--- src/rtl/core/rpta_pkg.sv ---
// Package for road plane track average: payload structs, kind codes, states, constants.
// Used by every module in rtl/core.
package rpta_pkg;

    localparam int RING_DEPTH_DEF = 16;

    localparam logic [2:0] KIND_ROW0   = 3'd0;
    localparam logic [2:0] KIND_ROW1   = 3'd1;
    localparam logic [2:0] KIND_ROW2   = 3'd2;
    localparam logic [2:0] KIND_TRANS  = 3'd3;
    localparam logic [2:0] KIND_NORMAL = 3'd4;
    localparam logic [2:0] KIND_SCALAR = 3'd5;
    localparam logic [2:0] KIND_COMMIT = 3'd6;

    localparam logic CFG_FACTOR = 1'b0;
    localparam logic CFG_MAXDIST = 1'b1;

    localparam logic [20:0] FACTOR_RESET  = 21'd65536;
    localparam logic [30:0] MAXDIST_RESET = 31'd655360;

    typedef struct packed {
        logic [2:0]         kind;
        logic signed [31:0] value_a;
        logic signed [31:0] value_b;
        logic signed [31:0] value_c;
        logic               flag_first;
        logic               flag_second;
    } item_t;

    typedef struct packed {
        logic               plane_found;
        logic signed [31:0] normal_x;
        logic signed [31:0] normal_y;
        logic signed [31:0] normal_z;
        logic signed [31:0] plane_offset;
        logic signed [31:0] plane_location;
        logic [4:0]         planes_used;
    } result_t;

    typedef enum logic [3:0] {
        ST_IDLE, ST_PREP, ST_PUSH, ST_RD, ST_MUL, ST_ROT, ST_OFS, ST_WB,
        ST_ARD, ST_ACC, ST_DIV, ST_DONE
    } state_t;

    // 0..2 product row, 3 offset products
    typedef struct packed {
        logic       load;
        logic       clear_ring;
        logic       push;
        logic       rd;
        logic [1:0] mul_row;
        logic       mul;
        logic       rot_sum;
        logic       ofs_sum;
        logic       wb;
        logic       acc;
        logic       div_start;
        logic       fin;
        logic       idx_clr;
        logic       idx_inc;
    } cmd_t;

    typedef struct packed {
        logic do_move;
        logic do_push;
        logic idx_last;
        logic ring_empty;
        logic div_done;
    } status_t;

    function automatic logic signed [31:0] sat32(input logic signed [51:0] v);
        if (v > 52'sd2147483647)
            return 32'sh7fffffff;
        else if (v < -52'sd2147483648)
            return 32'sh80000000;
        else
            return v[31:0];
    endfunction

    // Q16.16 product truncated toward zero
    function automatic logic signed [47:0] qscale(input logic signed [63:0] p);
        logic signed [63:0] q;
        q = (p < 0) ? (p + 64'sd65535) : p;
        return q[63:16];
    endfunction

endpackage

--- src/rtl/core/rpta_ctrl.sv ---
// Commit sequencer: walks the ring for the move pass and the averaging pass.
// Depends on rpta_pkg.
module rpta_ctrl
    import rpta_pkg::*;
(
    input  logic    clk,
    input  logic    rst_n,
    input  logic    start,
    input  logic    is_commit,
    input  status_t status,
    output cmd_t    cmd,
    output logic    busy
);
    state_t state_reg, state_next;
    logic [1:0] row_reg, row_next;

    always_ff @(posedge clk or negedge rst_n)
    begin
        if (!rst_n)
        begin
            state_reg <= ST_IDLE;
            row_reg   <= '0;
        end
        else
        begin
            state_reg <= state_next;
            row_reg   <= row_next;
        end
    end

    always_comb
    begin
        state_next = state_reg;
        row_next   = row_reg;
        unique case (state_reg)
            ST_IDLE:
                if (start && is_commit)
                    state_next = ST_PREP;
            ST_PREP:
                if (status.do_move && !status.ring_empty)
                    state_next = ST_RD;
                else
                    state_next = ST_PUSH;
            ST_RD:
            begin
                state_next = ST_MUL;
                row_next   = 2'd0;
            end
            ST_MUL:
                if (row_reg == 2'd2)
                    state_next = ST_ROT;
                else
                    row_next = row_reg + 2'd1;
            ST_ROT:    state_next = ST_OFS;
            ST_OFS:    state_next = ST_WB;
            ST_WB:
                state_next = status.idx_last ? ST_PUSH : ST_RD;
            ST_PUSH:   state_next = ST_ARD;
            ST_ARD:
                state_next = status.ring_empty ? ST_DONE : ST_ACC;
            ST_ACC:
                state_next = status.idx_last ? ST_DIV : ST_ARD;
            ST_DIV:
                if (status.div_done)
                    state_next = ST_DONE;
            ST_DONE:   state_next = ST_IDLE;
            default:   state_next = ST_IDLE;
        endcase
    end

    always_comb
    begin
        cmd = '0;
        unique case (state_reg)
            ST_IDLE: cmd.load = start;
            ST_PREP:
            begin
                cmd.clear_ring = !status.do_move;
                cmd.idx_clr    = 1'b1;
            end
            ST_RD:   cmd.rd = 1'b1;
            ST_MUL:
            begin
                cmd.mul     = 1'b1;
                cmd.mul_row = row_reg;
            end
            ST_ROT:  cmd.rot_sum = 1'b1;
            ST_OFS:
            begin
                cmd.ofs_sum = 1'b1;
                cmd.mul_row = 2'd3;
            end
            ST_WB:
            begin
                cmd.wb      = 1'b1;
                cmd.idx_inc = 1'b1;
            end
            ST_PUSH:
            begin
                cmd.push    = status.do_push;
                cmd.idx_clr = 1'b1;
            end
            ST_ARD:  cmd.rd = 1'b1;
            ST_ACC:
            begin
                cmd.acc       = 1'b1;
                cmd.idx_inc   = 1'b1;
                cmd.div_start = status.idx_last;
            end
            ST_DIV:  cmd.fin = status.div_done;
            ST_DONE: cmd.fin = status.ring_empty;
            default: cmd = '0;
        endcase
    end

    assign busy = (state_reg != ST_IDLE);
endmodule

--- config.mk ---
export PLATFORM = sky130hd
export DESIGN_NAME = rpta_ctrl
export DESIGN_NICKNAME = d
export VERILOG_FILES = /design/src/rtl/core/rpta_pkg.sv /design/src/rtl/core/rpta_ctrl.sv
export SDC_FILE = /design/constraint.sdc
export NUM_CORES = 1
export LEC_CHECK = 0
export BUFFER_PORTS_ARGS = -buffer_cell sky130_fd_sc_hd__buf_2
export CAP_MARGIN = 30
export CORE_AREA = 2 2 39 41
export CTS_CLUSTER_SIZE = 16
export DETAILED_ROUTE_END_ITERATION = 16
export DIE_AREA = 0 0 41 43
export PLACE_DENSITY = 0.71
export SLEW_MARGIN = 20
export SYNTH_ARGS = -nofsm -noshare
export SYNTH_HDL_FRONTEND = slang
export SYNTH_SLANG_ARGS = --single-unit
--- constraint.sdc ---
create_clock -name clk -period 4.2 [get_ports clk]
set_input_delay 0.42 -clock clk [delete_from_list [all_inputs] [get_ports clk]]
set_output_delay 0.42 -clock clk [all_outputs]
set_load 0.005 [all_outputs]
==> results.yml, run 1 <==
grt:
  grt_pass1_vias: 468
  grt_overflow: 0
  antenna_found_initial: 0
  grt_usage_pct: 16.6
  grt_pass1_wl_um: 1930
  grt_max_degree: 15
timing:
  setup_violations: 0
  hold_ws_ns: 0.465
  finalWorstSetupSlack_ns: 2.19
  slew_headroom_pct: 76.0
  final-max-slew-violation-count: 0
  final.period_utilization_pct: 47.8
  hold_viol: 0
  skew_ns: 0.00377
  tightestPinTransition_ns: 0.360
  grt_setup_unrepaired: "false"
  max_freq_mhz: 498
  fin_setup_tns_ns: 0
  period_minus_slack_ns: 2.01
final_layout:
  fill_cells: 145
  antenna_cells: 0
  area_growth_pct: 26.3
  nets: 104
  largest_reg_flops: 4
  drive_gt1_share_pct: 38.0
  multi_input_area_sq_um: 334
  regArea_sq_um: 150
routing:
  dr.pass1.iters: 4
  drcViolationCount: 0
  vias: 561
  drt_wl_total_um: 1260
  drtAntennaViolNets: 0
  drt_iter0_markers: 4
  via_per_inst: 5.19
  wl_per_cell_um: 11.7
place:
  place_ws_ns: 2.46
  io_buffers: 24
  gp_congestion: 0.830
  dpl.hpwl_um: 999
job:
  maxCapViolCount: 0
setup_path:
  worstPathMaxFanout: 11
  reg2reg_depth: 3
  critPathArrivalTime_ns: 1.59
  start_kind: "flip-flop"
  rrSetupSlack_ns: 2.65
  path_class: "flip-flop to output pin"
  r2r_start: "state_reg[3]$_DFFE_PN0P_"
  critPathRequiredTime_ns: 3.78
  cp-end-kind: "output pin"
  r2r_end: "state_reg[1]$_DFFE_PN0P_"
floorplan:
  die_h_um: 43
  die_area_sq_um: 1760
  start_util_pct: 38.9
  io_pins: 25
  rows: 14
  core_sq_um: 1380
  fp.dieW_um: 41
power:
  ir_drop_mv: 0.317
  leakage_nw: 0.346
  power_density_nw_per_um2: 662
  power.total_mw: 0.450
min_path:
  hp-class: "input port to flip-flop"
  hold_path_depth: 2
  min-delay-start: "status[1]"
  holdPathEnd: "state_reg[1]$_DFFE_PN0P_"
synth:
  synth.avg_cell_area_sq_um: 7.80
  synthCells: 69
  ys_warn_count: 0
  seq_area_frac_synth_pct: 27.9
  synth_area_sq_um: 538
  syn_nets: 79
  ys_seq_elements: 6
  synth.distinct_cells: 25
status:
  status: "complete, no violations"
cts:
  path_clk_slew_ns: 0.04
  cts_sinks: 6
  tritoncts: "yes"
  cts.path.max_buffers: 2
  insertion_delay_ns: 0.24
  htreeDepth: 1
  clock-root-buffer: "clkbuf_4"
  tritoncts.num_buffers: 3
  cts_setup_buffers: 0
[layer usage]
layer	up-vias	global-route usage [%]	part of all wire, %
met5	-	0	0
met4	0	10.0	2.2
met3	4	4.71	5.9
met2	22	24.4	48
met1	252	20.7	44
li1	283	-	-
[through the flow]
stage                     area, sq um  util, %  std cells
after floorplan                   538        -         69
final                             679     49.1        108
after CTS                         679     49.1        108
after global routing              679     49.1        108
after global placement            647     46.7        104
after detailed placement          647     46.7        104
[cells in the mapped netlist]
cell type / instances / share of area (%)
mux2i_1: 3 / 5.6
nor3_1: 4 / 3.7
nor2_1: 10 / 7.0
ha_1: 1 / 2.3
nand2_1: 3 / 2.1
or2_2: 3 / 3.5
a221o_2: 1 / 2.1
and2_1: 2 / 2.3
o32ai_2: 1 / 3.0
inv_1: 6 / 4.2
o22ai_1: 2 / 2.3
a21oi_1: 5 / 4.7
or4_4: 1 / 2.1
a21o_1: 1 / 1.4
buf_6: 1 / 2.1
a221oi_2: 1 / 2.8
nor3_2: 1 / 1.9
o21ai_0: 3 / 2.8
dfrtp_1: 6 / 28
xnor2_1: 1 / 1.6
buf_2: 4 / 3.7
nand3_1: 1 / 0.93
nor3b_1: 2 / 2.8
a211oi_1: 1 / 1.4
nand2b_1: 5 / 5.8
[cells by family after synthesis]
family	count (synthesis)	synth area share, %
and+or+nand+nor	32	32.1
xor gates and xnor gates	1	1.63
DFF	6	27.9
adders and majority gates	1	2.33
AOI/OAI and AO/OA	15	20.5
muxes	3	5.58
buffers and inverters	11	10.0
[report_power, final]
part,leakage [nW],internal (mW),switching [mW]
Clock,0.0138,0.0322,0.0192
Sequential,0.0766,0.0821,0.0495
Combinational,0.255,0.128,0.139
[critical path, stage by stage (launching register included)]
cell and delay, ns:
dfrtp_1 0.54, nand2_1 0.25, or2_2 0.32, a21oi_1 0.11, buf_2 0.12
[final cells by class]
cell class              count  share of cell area (%)
multi-input cells          52                    49.2
flip-flops and latches      6                    22.1
repair buffers             25                    19.2
clock buffers               3                    3.31
inverters                   6                    3.31
well taps                  16                    2.95
[worst max-delay path by stage]
stage                                        start       to  slack, ns
after floorplan           state_reg[1]$_DFFE_PN0P_  cmd[14]       2.63
after global placement    state_reg[0]$_DFFE_PN0P_  cmd[11]       2.46
after detailed placement  state_reg[0]$_DFFE_PN0P_  cmd[11]       2.46
after CTS                 state_reg[0]$_DFFE_PN0P_  cmd[11]       2.20
after global routing      state_reg[0]$_DFFE_PN0P_  cmd[11]       2.10
final                     state_reg[0]$_DFFE_PN0P_  cmd[11]       2.19
[cell usage in the layout (no fill, tap or decap)]
cell / instances
nor3b_1: 2
or2_2: 3
ha_1: 1
or4_4: 1
a21oi_1: 5
a221oi_2: 1
nand2_1: 3
xnor2_1: 1
a211oi_1: 1
nor2_1: 10
o21ai_0: 3
dfrtp_1: 6
nor3_1: 4
mux2i_1: 3
a21o_1: 1
inv_1: 6
buf_2: 24
o22ai_1: 2
dlygate4sd3_1: 1
nand3_1: 1
clkbuf_4: 3
nand2b_1: 5
a221o_2: 1
nor3_2: 1
o32ai_2: 1
and2_1: 2
[repair_timing]
action                    4_1_cts  5_1_grt
gates resized for setup         0        0
hold buffers                    1        0
hold endpoints to repair        6        0
No activity file was read; power rests on OpenSTA's default activity.
==> inputs of run 2 (changes only) <==
--- a/config.mk
+++ b/config.mk
@@ -7,11 +7,10 @@
 export LEC_CHECK = 0
 export BUFFER_PORTS_ARGS = -buffer_cell sky130_fd_sc_hd__buf_2
 export CAP_MARGIN = 30
-export CORE_AREA = 2 2 39 41
+export CORE_UTILIZATION = 40
 export CTS_CLUSTER_SIZE = 16
 export DETAILED_ROUTE_END_ITERATION = 16
-export DIE_AREA = 0 0 41 43
-export PLACE_DENSITY = 0.71
+export PLACE_DENSITY = 0.73
 export SLEW_MARGIN = 20
 export SYNTH_ARGS = -nofsm -noshare
 export SYNTH_HDL_FRONTEND = slang
==> constraint.sdc (replaced) <==
create_clock -name clk -period 1.72 [get_ports clk]
set_input_delay 0.172 -clock clk [delete_from_list [all_inputs] [get_ports clk]]
set_output_delay 0.172 -clock clk [all_outputs]
set_load 0.005 [all_outputs]
==> results.yml, run 2 (same netlist as run 1, synthesis figures left out) <==
setup_path:
  path_class: "flip-flop to output pin"
  r2r_end: "state_reg[1]$_DFFE_PN0P_"
  rrSetupSlack_ns: 0.32
  cp-end-kind: "output pin"
  r2r_start: "state_reg[2]$_DFFE_PN0P_"
  critPathArrivalTime_ns: 1.49
  reg2reg_depth: 3
  start_kind: "flip-flop"
  worstPathMaxFanout: 10
  critPathRequiredTime_ns: 1.55
  critPathSlowestCell: "or4_4"
  path_delay_family: "simple AND/OR/NAND/NOR gates"
  crit_buf_inv: 1
  critPathMaxStageDelay_ns: 0.57
  crit_chain: "or4_4 > nor2_1 > buf_2"
timing:
  setup_violations: 0
  period_minus_slack_ns: 1.66
  skew_ns: 0.00871
  final-max-slew-violation-count: 0
  fin_setup_tns_ns: 0
  tightestPinTransition_ns: 0.378
  max_freq_mhz: 602
  final.period_utilization_pct: 96.6
  slew_headroom_pct: 74.8
  grt_setup_unrepaired: "false"
  hold_viol: 0
place:
  placed_cell_area_sq_um: 659
  gp_congestion: 0.810
  io_buffers: 24
  dpl.hpwl_um: 1010
final_layout:
  final_cell_mix: "buf_2 (24), nor2_1 (10), inv_1 (6)"
  drive_gt1_share_pct: 42.6
  final_area_sq_um: 696
  area_growth_pct: 29.3
  largest_reg_flops: 4
  fill_cells: 114
  antenna_cells: 0
  final_common_cell: "buf_2"
  nets: 106
cts:
  clock-root-buffer: "clkbuf_4"
  htreeDepth: 1
  cts_setup_buffers: 0
  path_clk_slew_ns: 0.05
  cts_sinks: 6
  tritoncts.num_buffers: 3
  tritoncts: "yes"
  insertion_delay_ns: 0.25
  cts.path.max_buffers: 2
routing:
  via_per_inst: 5.19
  drtAntennaViolNets: 0
  drt_wl_total_um: 1340
  drcViolationCount: 0
  vias: 560
  drt_iter0_markers: 11
  wl_per_cell_um: 12.4
  dr.pass1.iters: 4
grt:
  grt_max_degree: 12
  use_met2_pct: 28.7
  gr-max-usage-layer: "met2"
  grt_usage_pct: 18.6
  grt_pass1_vias: 453
  grt_overflow: 0
  grt.met3_usage_pct: 5.20
  use_met1_pct: 26.0
  grt_pass1_wl_um: 1940
  antenna_found_initial: 0
power:
  leakage_nw: 0.351
  ir_drop_mv: 1.04
  clockPowerShare_pct: 11.6
  netSwitchingFraction_pct: 46.0
  p_int_mw: 0.620
  p_seq_share_pct: 27.9
  p_sw_mw: 0.528
  power_density_nw_per_um2: 1650
  combPwrFrac_pct: 60.5
floorplan:
  fp.dieW_um: 38.7
  die_area_sq_um: 1500
  io_pins: 25
  die_h_um: 38.7
  start_util_pct: 45.9
  rows: 12
  core_sq_um: 1170
min_path:
  min-delay-start: "status[1]"
  hold_path_depth: 2
  hp-class: "input port to flip-flop"
  holdPathEnd: "state_reg[1]$_DFFE_PN0P_"
job:
  maxCapViolCount: 0
status:
  status: "complete, no violations"
## run 2: cell count changes in the layout (fill, tap and decap cells not counted)
cell | previous run | this run
buf_4 | 0 | 2
dfrtp_1 | 6 | 3
dfrtp_2 | 0 | 3
## run 2: worst max path at each step
stage	from	endpoint	slack, ns	depth (start not counted)
after floorplan	state_reg[1]$_DFFE_PN0P_	state_reg[0]$_DFFE_PN0P_	0.38	4
after global placement	state_reg[0]$_DFFE_PN0P_	cmd[14]	0.29	3
after detailed placement	state_reg[0]$_DFFE_PN0P_	cmd[14]	0.29	3
after CTS	state_reg[1]$_DFFE_PN0P_	cmd[14]	0.03	3
after global routing	state_reg[3]$_DFFE_PN0P_	cmd[13]	0.005	4
final	state_reg[1]$_DFFE_PN0P_	cmd[14]	0.06	3
## run 2: power groups by stage
stage / combinational [mW] / clock [mW] / sequential (mW)
global route: 0.769 / 0.142 / 0.333
global placement: 0.678 / 0 / 0.310
finish: 0.694 / 0.133 / 0.321
CTS: 0.699 / 0.133 / 0.309
floorplan: 0.590 / 0 / 0.228
detailed placement: 0.695 / 0 / 0.312
## run 2: repair_timing
| item | CTS | global route |
|---|---|---|
| endpoints found under the setup margin | 0 | 3 |
| endpoints found under the hold margin | 6 | 0 |
| gates resized for setup | 0 | 3 |
| hold buffers | 1 | 0 |
## run 2: metrics by stage
step | setup slack, ns | power [mW] | instances | utilization [%] | hold WS (ns)
after detailed placement | 0.293 | 1.01 | 104 | 56.3 | 0.00393
after global routing | 0.00474 | 1.24 | 108 | 59.4 | 0.193
after floorplan | 0.378 | 0.818 | 69 | - | -0.124
after global placement | 0.288 | 0.989 | 104 | 56.3 | 0.00570
after CTS | 0.0309 | 1.14 | 108 | 59.1 | 0.194
final | 0.0587 | 1.15 | 108 | 59.4 | 0.198
## run 2: area by class of cell
type	count	area, sq um	area share (%)
well taps	14	17.5	2.52
flip-flops and latches	6	154	22.1
repair buffers	27	145	20.9
inverters	6	22.5	3.24
clock buffers	3	22.5	3.24
multi-input cells	52	334	48.0
## run 2: layer usage
layer  vias up  share of wire (%)
met2        18                 48
met4         0                  0
met1       255                 46
met3         0                5.5
met5         -                  0
li1        287                  -
